===== src/hw/rtl/double_ended_queue_defines.svh =====
// Assertion macros used by the deque datapath.
`ifndef DOUBLE_ENDED_QUEUE_DEFINES_SVH
`define DOUBLE_ENDED_QUEUE_DEFINES_SVH

// The consequent must hold in the same cycle as the antecedent.
`define DQ_ASSERT_SAME(label, clk, rst_n, ante, cons, msg) \
  label: assert property (@(posedge clk) disable iff (!rst_n) (ante) |-> (cons)) \
    else $error(msg);

// The consequent must hold in the cycle after the antecedent.
`define DQ_ASSERT_NEXT(label, clk, rst_n, ante, cons, msg) \
  label: assert property (@(posedge clk) disable iff (!rst_n) (ante) |=> (cons)) \
    else $error(msg);

`endif


===== src/hw/rtl/dq_pkg.sv =====
package dq_pkg;

  localparam int unsigned DEPTH_DEF     = 8;
  localparam int unsigned WORD_BITS_DEF = 32;

  localparam int unsigned CMD_W    = 2;
  localparam int unsigned STATUS_W = 2;
  localparam int unsigned VALUE_W  = 32;
  localparam int unsigned OCC_W    = 4;

  typedef enum logic [CMD_W-1:0] {
    CMD_PUSH_FRONT = 2'd0,
    CMD_PUSH_BACK  = 2'd1,
    CMD_POP_FRONT  = 2'd2,
    CMD_POP_BACK   = 2'd3
  } cmd_e;

  typedef enum logic [STATUS_W-1:0] {
    ST_DONE  = 2'd0,
    ST_FULL  = 2'd1,
    ST_EMPTY = 2'd2
  } status_e;

  typedef enum logic {
    S_IDLE = 1'b0,
    S_LOAD = 1'b1
  } state_e;

  // Commands from the controller to the datapath.
  typedef struct packed {
    logic accept;
    logic load_out;
  } ctrl_t;

endpackage


===== src/hw/rtl/double_ended_queue.sv =====
// Double-ended queue of signed words, DEPTH entries deep, held in a circular
// buffer with a head pointer and a fill count.
// Input channel: cmd_i (0 push front, 1 push back, 2 pop front, 3 pop back) and
// push_value_i, taken when in_valid_i is high and in_stall_o is low.
// Output channel: one item per command with status_o (0 done, 1 full,
// 2 empty), popped_value_o (zero unless a pop succeeded) and occupancy_o,
// taken when out_valid_o is high and out_stall_i is low.
// A refused push or pop leaves the contents, pointer and count unchanged.
// A taken command is captured in the in-flight registers, with the slot memory
// read, and moves to the output register when that is empty or being drained;
// the two-state controller takes no new command until the last one has moved.
// While the receiver stalls, one finished result waits in the output register
// and one more command is still taken and held; after that in_stall_o stays
// high until the output register drains.
// Reset empties the deque at once: head and count clear, no clearing pass.
module double_ended_queue #(
  parameter int unsigned DEPTH     = dq_pkg::DEPTH_DEF,
  parameter int unsigned WORD_BITS = dq_pkg::WORD_BITS_DEF
) (
  input  logic                              clk_i,
  input  logic                              rst_ni,
  input  logic                              in_valid_i,
  output logic                              in_stall_o,
  input  logic [dq_pkg::CMD_W-1:0]          cmd_i,
  input  logic signed [dq_pkg::VALUE_W-1:0] push_value_i,
  output logic                              out_valid_o,
  input  logic                              out_stall_i,
  output logic [dq_pkg::STATUS_W-1:0]       status_o,
  output logic signed [dq_pkg::VALUE_W-1:0] popped_value_o,
  output logic [dq_pkg::OCC_W-1:0]          occupancy_o
);
  import dq_pkg::*;

  ctrl_t ctrl;

  dq_ctrl u_ctrl (
    .clk_i      (clk_i),
    .rst_ni     (rst_ni),
    .in_valid_i (in_valid_i),
    .in_stall_o (in_stall_o),
    .out_valid_o(out_valid_o),
    .out_stall_i(out_stall_i),
    .ctrl_o     (ctrl)
  );

  dq_datapath #(
    .DEPTH    (DEPTH),
    .WORD_BITS(WORD_BITS)
  ) u_datapath (
    .clk_i         (clk_i),
    .rst_ni        (rst_ni),
    .ctrl_i        (ctrl),
    .cmd_i         (cmd_i),
    .push_value_i  (push_value_i),
    .status_o      (status_o),
    .popped_value_o(popped_value_o),
    .occupancy_o   (occupancy_o)
  );

endmodule


===== src/hw/rtl/dq_ram.sv =====
module dq_ram #(
  parameter int unsigned WIDTH = 32,
  parameter int unsigned DEPTH = 8
) (
  input  logic                     clk_i,
  input  logic                     we_i,
  input  logic [$clog2(DEPTH)-1:0] waddr_i,
  input  logic [WIDTH-1:0]         wdata_i,
  input  logic                     re_i,
  input  logic [$clog2(DEPTH)-1:0] raddr_i,
  output logic [WIDTH-1:0]         rdata_o
);

  logic [WIDTH-1:0] mem_q [DEPTH];
  logic [WIDTH-1:0] rdata_q;

  always_ff @(posedge clk_i) begin
    if (we_i) begin
      mem_q[waddr_i] <= wdata_i;
    end
    if (re_i) begin
      rdata_q <= mem_q[raddr_i];
    end
  end

  assign rdata_o = rdata_q;

endmodule


===== src/hw/rtl/dq_ctrl.sv =====
module dq_ctrl (
  input  logic          clk_i,
  input  logic          rst_ni,
  input  logic          in_valid_i,
  output logic          in_stall_o,
  output logic          out_valid_o,
  input  logic          out_stall_i,
  output dq_pkg::ctrl_t ctrl_o
);
  import dq_pkg::*;

  state_e state_q, state_d;
  logic   out_valid_q, out_valid_d;
  logic   accept;
  logic   load_out;

  always_comb begin
    state_d = state_q;
    unique case (state_q)
      S_IDLE: begin
        if (accept) begin
          state_d = S_LOAD;
        end
      end
      S_LOAD: begin
        if (load_out) begin
          state_d = S_IDLE;
        end
      end
      default: state_d = S_IDLE;
    endcase
  end

  always_comb begin
    in_stall_o = (state_q != S_IDLE);
    accept     = in_valid_i && (state_q == S_IDLE);
    // The output register takes a result when it is empty or being drained.
    load_out   = (state_q == S_LOAD) && (!out_valid_q || !out_stall_i);
    if (load_out) begin
      out_valid_d = 1'b1;
    end else if (!out_stall_i) begin
      out_valid_d = 1'b0;
    end else begin
      out_valid_d = out_valid_q;
    end
  end

  always_ff @(posedge clk_i or negedge rst_ni) begin
    if (!rst_ni) begin
      state_q     <= S_IDLE;
      out_valid_q <= 1'b0;
    end else begin
      state_q     <= state_d;
      out_valid_q <= out_valid_d;
    end
  end

  assign out_valid_o = out_valid_q;
  assign ctrl_o      = '{accept: accept, load_out: load_out};

endmodule


===== src/hw/rtl/dq_datapath.sv =====
`include "double_ended_queue_defines.svh"

module dq_datapath #(
  parameter int unsigned DEPTH     = dq_pkg::DEPTH_DEF,
  parameter int unsigned WORD_BITS = dq_pkg::WORD_BITS_DEF
) (
  input  logic                          clk_i,
  input  logic                          rst_ni,
  input  dq_pkg::ctrl_t                 ctrl_i,
  input  logic [dq_pkg::CMD_W-1:0]      cmd_i,
  input  logic signed [dq_pkg::VALUE_W-1:0] push_value_i,
  output logic [dq_pkg::STATUS_W-1:0]   status_o,
  output logic signed [dq_pkg::VALUE_W-1:0] popped_value_o,
  output logic [dq_pkg::OCC_W-1:0]      occupancy_o
);
  import dq_pkg::*;

  localparam int unsigned AW = $clog2(DEPTH);
  localparam int unsigned CW = $clog2(DEPTH + 1);
  localparam logic [AW:0]   DEPTH_W = (AW + 1)'(DEPTH);
  localparam logic [CW-1:0] DEPTH_C = CW'(DEPTH);
  localparam logic [AW-1:0] LAST_IDX = AW'(DEPTH - 1);

  logic [AW-1:0] head_q, head_d;
  logic [CW-1:0] count_q, count_d;
  status_e       status_q, status_d;
  logic          pop_ok_q, pop_ok_d;
  logic [CW-1:0] occ_q;

  logic [STATUS_W-1:0]     out_status_q;
  logic signed [VALUE_W-1:0] out_value_q;
  logic [OCC_W-1:0]        out_occ_q;

  cmd_e             cmd;
  logic             full, empty;
  logic [AW-1:0]    head_prev, head_next, back_free, back_last;
  logic             we, re;
  logic [AW-1:0]    waddr, raddr;
  logic [WORD_BITS-1:0] wdata, rdata;

  // Position head + off, wrapped once; correct for off up to DEPTH.
  function automatic logic [AW-1:0] wrap_add(logic [AW-1:0] base, logic [CW-1:0] off);
    logic [AW:0] sum;
    sum = {1'b0, base} + (AW + 1)'(off);
    if (sum >= DEPTH_W) begin
      sum = sum - DEPTH_W;
    end
    return sum[AW-1:0];
  endfunction

  assign cmd       = cmd_e'(cmd_i);
  assign full      = (count_q == DEPTH_C);
  assign empty     = (count_q == '0);
  assign head_prev = (head_q == '0) ? LAST_IDX : head_q - 1'b1;
  assign head_next = wrap_add(head_q, CW'(1));
  assign back_free = wrap_add(head_q, count_q);
  assign back_last = wrap_add(head_q, count_q - 1'b1);
  assign wdata     = WORD_BITS'(push_value_i);

  always_comb begin
    head_d   = head_q;
    count_d  = count_q;
    status_d = ST_DONE;
    pop_ok_d = 1'b0;
    we       = 1'b0;
    re       = 1'b0;
    waddr    = back_free;
    raddr    = head_q;
    unique case (cmd)
      CMD_PUSH_FRONT: begin
        if (full) begin
          status_d = ST_FULL;
        end else begin
          we      = ctrl_i.accept;
          waddr   = head_prev;
          head_d  = head_prev;
          count_d = count_q + 1'b1;
        end
      end
      CMD_PUSH_BACK: begin
        if (full) begin
          status_d = ST_FULL;
        end else begin
          we      = ctrl_i.accept;
          waddr   = back_free;
          count_d = count_q + 1'b1;
        end
      end
      CMD_POP_FRONT: begin
        if (empty) begin
          status_d = ST_EMPTY;
        end else begin
          re       = ctrl_i.accept;
          raddr    = head_q;
          pop_ok_d = 1'b1;
          head_d   = head_next;
          count_d  = count_q - 1'b1;
        end
      end
      CMD_POP_BACK: begin
        if (empty) begin
          status_d = ST_EMPTY;
        end else begin
          re       = ctrl_i.accept;
          raddr    = back_last;
          pop_ok_d = 1'b1;
          count_d  = count_q - 1'b1;
        end
      end
      default: status_d = ST_DONE;
    endcase
  end

  dq_ram #(
    .WIDTH(WORD_BITS),
    .DEPTH(DEPTH)
  ) u_ram (
    .clk_i  (clk_i),
    .we_i   (we),
    .waddr_i(waddr),
    .wdata_i(wdata),
    .re_i   (re),
    .raddr_i(raddr),
    .rdata_o(rdata)
  );

  always_ff @(posedge clk_i or negedge rst_ni) begin
    if (!rst_ni) begin
      head_q  <= '0;
      count_q <= '0;
    end else if (ctrl_i.accept) begin
      head_q  <= head_d;
      count_q <= count_d;
    end
  end

  // Result of the item in flight; the read data lands while it waits.
  always_ff @(posedge clk_i) begin
    if (ctrl_i.accept) begin
      status_q <= status_d;
      pop_ok_q <= pop_ok_d;
      occ_q    <= count_d;
    end
    if (ctrl_i.load_out) begin
      out_status_q <= status_q;
      out_value_q  <= pop_ok_q ? VALUE_W'($signed(rdata)) : '0;
      out_occ_q    <= OCC_W'(occ_q);
    end
  end

  assign status_o       = out_status_q;
  assign popped_value_o = out_value_q;
  assign occupancy_o    = out_occ_q;

  `DQ_ASSERT_SAME(a_count_bound, clk_i, rst_ni, 1'b1, count_q <= DEPTH_C,
                  "deque count exceeds depth")
  `DQ_ASSERT_NEXT(a_refused_keeps_state, clk_i, rst_ni,
                  ctrl_i.accept && (status_d != ST_DONE),
                  (count_q == $past(count_q)) && (head_q == $past(head_q)),
                  "refused command changed the deque state")
  `DQ_ASSERT_SAME(a_no_write_and_read, clk_i, rst_ni, we, !re,
                  "one command both wrote and read the slot memory")
  `DQ_ASSERT_NEXT(a_pop_on_empty, clk_i, rst_ni,
                  ctrl_i.accept && empty && cmd_i[1],
                  (status_q == ST_EMPTY) && !pop_ok_q,
                  "pop on an empty deque was not refused")

endmodule

===== config.mk =====
export PLATFORM = sky130hd
export DESIGN_NAME = double_ended_queue
export DESIGN_NICKNAME = d
export VERILOG_FILES = /design/src/hw/rtl/dq_pkg.sv /design/src/hw/rtl/double_ended_queue.sv /design/src/hw/rtl/dq_ram.sv /design/src/hw/rtl/dq_ctrl.sv /design/src/hw/rtl/dq_datapath.sv
export VERILOG_INCLUDE_DIRS = /design/src /design/src/hw/rtl
export SDC_FILE = /design/constraint.sdc
export NUM_CORES = 1
export LEC_CHECK = 0
export ABC_AREA = 1
export BUFFER_PORTS_ARGS = -buffer_cell sky130_fd_sc_hd__buf_2
export CORE_MARGIN = 10
export CORE_UTILIZATION = 40
export DETAILED_ROUTE_END_ITERATION = 6
export GPL_TIMING_DRIVEN = 0
export PLACE_DENSITY = 0.66
export SETUP_SLACK_MARGIN = 0.05
export SLEW_MARGIN = 20
export SYNTH_ARGS = -nofsm -noshare
export SYNTH_HDL_FRONTEND = slang
export SYNTH_SLANG_ARGS = --single-unit

===== constraint.sdc =====
create_clock -name clk_i -period 7.7 [get_ports clk_i]
set_input_delay 0.385 -clock clk_i [delete_from_list [all_inputs] [get_ports clk_i]]
set_output_delay 0.385 -clock clk_i [all_outputs]
set_load 0.1 [all_outputs]

==> impl_metrics.yaml <==
pwr:
  ir_drop_uv: 181
  p_per_area_mw_per_mm2: 389
  p_leak_nw: 7.56
run_status:
  status: "finished, final reports clean"
logic_synthesis:
  synth_compound_area_share_pct: 0.935
  synth_edf_count: 333
  synth_area_leaders: "edfxtp_1 (67%), nand3_1 (8.8%), nand2_1 (8.3%)"
  muxShareOfSynthArea_pct: 0
  yosysUniqueCellTypes: 28
  yosys.area.top_type_share_pct: 67.3
  synthArstFlopShare_pct: 2.63
  syn_nets: 1417
  syn-cell-area_mm2: 0.0149
  synth.avg_cell_area_um2: 10.9
  synth_cells: 1369
  synthAdderAreaFrac_pct: 0.943
  ys_ff_latch: 342
  synth_top_area_cell: "edfxtp_1"
  synth_top_family_by_area: "simple AND/OR/NAND/NOR gates"
  synthFlopType: "edfxtp_1"
  synth-simple-area-share_pct: 19.7
  synth_warnings: 0
  synth-seq-area-share_pct: 68.8
  synth-xor-area-share_pct: 0.472
timing:
  period_minus_slack_ns: 3.06
  slew_viol_final: 0
  layout_setup_ws_ns: 4.64
  setup_viol: 0
  setup_tns_ns: 0
  hold_viol_final: 0
  fin_skew_ns: 0.0138
  rsz0062_at_grt: "false"
  fmax_mhz: 327
  tightest_slew_ns: 0.923
  maxSlewHeadroom_pct: 37.9
  period_share_pct: 39.7
worst_hold_path:
  hold_depth: 1
  hold_start: "push_value_i[31]"
  holdPathEnd: "u_datapath.u_ram.mem_q[3][31]$_DFFE_PP_"
  min_path_type: "primary input to flop"
setup_path:
  r2r_end: "u_datapath.u_ram.mem_q[2][2]$_DFFE_PP_"
  slowest_delay_ns: 0.56
  cp_max_fo: 17
  path_class: "flop to flop"
  cp-end-kind: "flop"
  required_ns: 7.92
  path_delay_family: "simple AND/OR/NAND/NOR gates"
  reg2reg_slack_ns: 4.64
  crit_buf_inv: 3
  r2r_start: "u_datapath.count_q[0]$_DFFE_PN0P_"
  cp_slowest_cell: "nor2_4"
  path_cells: "inv_1 -> ha_1 -> nand3_1 -> nand2_1 -> nor2_1 -> inv_1 -> o21ai_0 -> nand2_1 -> nor2_4 -> buf_16"
  worstPathArrival_ns: 3.28
  worst-r2r-cell-count: 10
  worstSetupStartpointType: "flop"
route:
  finalWirelength_um: 34500
  drt_iter0_drc: 831
  ant_nets: 0
  drcViolationCount: 0
  wl_per_cell_um: 17.3
  vias_per_cell: 4.94
  drt_pass1_iterations: 5
  vias: 9835
cells_and_area:
  final_common_cell: "edfxtp_1"
  final_cell_mix: "edfxtp_1 (333), nand2_1 (328), inv_1 (274)"
  drive_gt1_share_pct: 13.6
  syn2layout_area_growth_pct: 16.2
  fillers: 3291
  nNetsFinal: 1543
place:
  dp_hpwl_um: 23300
  post-place-ws_ns: 4.61
  numPortBuffers: 76
  routabilityCongestion: 0.825
clock_network:
  cts_tree: "built"
  cts_sinks: 342
  cts_setup_buffers: 0
  clock_path_buffers: 3
  cts-root-buf: "clkbuf_16"
  htreeDepth: 2
  clkTransAtPathRegs_ns: 0.06
  clock_latency_ns: 0.53
  numCtsBuffers: 36
die:
  die_x_um: 213
  core.rowCount: 70
  io_pins: 78
  dieHeight_um: 213
  initial_core_util_pct: 40.6
  dieArea_mm2: 0.0453
  core_mm2: 0.0366
global_routing:
  antenna_found_initial: 0
  grt_pass1_wl_um: 53700
  grt.total_usage_pct: 15.2
  grt_max_degree: 23
  grt_pass1_vias: 9691
  grt_overflow: 0
flow_run:
  maxCapViolations: 0
[Yosys cell counts, types with 2 or more instances]
library cell  count
edfxtp_1        333
nand2_1         328
inv_1           274
nand3_1         261
buf_2            48
nand3b_1         32
o21ai_0          17
nor2_1           15
clkbuf_1         11
dfrtp_1           9
ha_1              8
buf_4             6
xor2_1            5
a21oi_1           3
xnor2_1           3
fa_1              2
nand2_4           2
o21ai_4           2
[power by group]
part | switching, W | internal, W | leakage (nW)
registers | 0.0000763 | 0.00238 | 3.15
logic | 0.00191 | 0.000739 | 3.89
clock network | 0.000703 | 0.000905 | 0.525
[cell type report]
cell class	count	area, um2	share of cell area, %
clock inverter	16	95.1	0.551
sequential	342	10200	59.2
timing repair buffer	88	663	3.84
antenna	1	2.50	0.0145
inverter	275	1030	5.98
buffer	66	330	1.91
multi-input combinational	686	3350	19.4
clock buffer	47	985	5.70
tap	468	586	3.39
[worst reg2reg max path: cells and delay by family, from the launching register on]
family / cells / cell delay, ns
AND/OR/NAND/NOR: 5 / 1.21
buffers and inverters: 3 / 0.48
flip-flops: 1 / 0.42
AO/OA/AOI/OAI: 1 / 0.36
adder cells (fa/ha/maj): 1 / 0.27
[worst max path at each step]
| stage | startpoint | to | slack [ns] | depth (start not counted) |
|---|---|---|---|---|
| after floorplan | u_ctrl.in_stall_o$_DFF_PN0_ | u_datapath.occupancy_o[0]$_DFFE_PP_ | 4.24 | 2 |
| after global placement | u_datapath.count_q[0]$_DFFE_PN0P_ | u_datapath.u_ram.mem_q[6][10]$_DFFE_PP_ | 2.99 | 9 |
| after detailed placement | u_datapath.count_q[0]$_DFFE_PN0P_ | u_datapath.u_ram.mem_q[0][10]$_DFFE_PP_ | 4.61 | 10 |
| after CTS | u_datapath.count_q[0]$_DFFE_PN0P_ | u_datapath.u_ram.mem_q[0][8]$_DFFE_PP_ | 4.61 | 10 |
| after global routing | u_datapath.count_q[0]$_DFFE_PN0P_ | u_datapath.u_ram.mem_q[1][8]$_DFFE_PP_ | 4.42 | 10 |
| final | u_datapath.count_q[0]$_DFFE_PN0P_ | u_datapath.u_ram.mem_q[2][2]$_DFFE_PP_ | 4.64 | 10 |
[per-stage QoR]
stage                     utilization [%]  cells  cell area, um2  power [W]  hold slack (ns)
final                                47.2   1989           17300    0.00671            0.140
after global placement               43.2   1913           15800    0.00499            0.253
after CTS                            47.2   1988           17300    0.00673            0.127
after global routing                 47.2   1988           17300    0.00713            0.132
after detailed placement             44.2   1924           16200    0.00512            0.256
after floorplan                         -   1369           14900    0.00430           0.0894
[kinds of logic after synthesis]
family	Yosys count
xor+xnor	8
buf+inv	341
compound gates	23
fa+ha+maj	10
flops	342
simple gates	645
[per-layer routing]
layer	wire length, um	up-vias	part of all wire, %	GRT usage [%]
li1	-	4737	-	-
met1	14800	4756	43	19.1
met2	16600	276	48	25.8
met3	2140	66	6.2	2.92
met4	878	0	2.5	5.29
met5	0	-	0	0
[state kept, by name, indices dropped and copies added (netlist names)]
signal and count:
u_ctrl.in_stall_o 1, u_ctrl.out_valid_o 1, u_datapath.count_q 4, u_datapath.head_q 3, u_datapath.occ_q 4, u_datapath.occupancy_o 4
u_datapath.pop_ok_q 1, u_datapath.popped_value_o 32, u_datapath.status_o 2, u_datapath.status_q 2, u_datapath.u_ram.mem_q 256, u_datapath.u_ram.rdata_o 32
[timing repair]
action,in CTS,in global routing
hold buffers,1,0
resized for setup,0,0
endpoints found under the hold margin,9,0
Note: power is estimated with default switching activity, not from simulation.
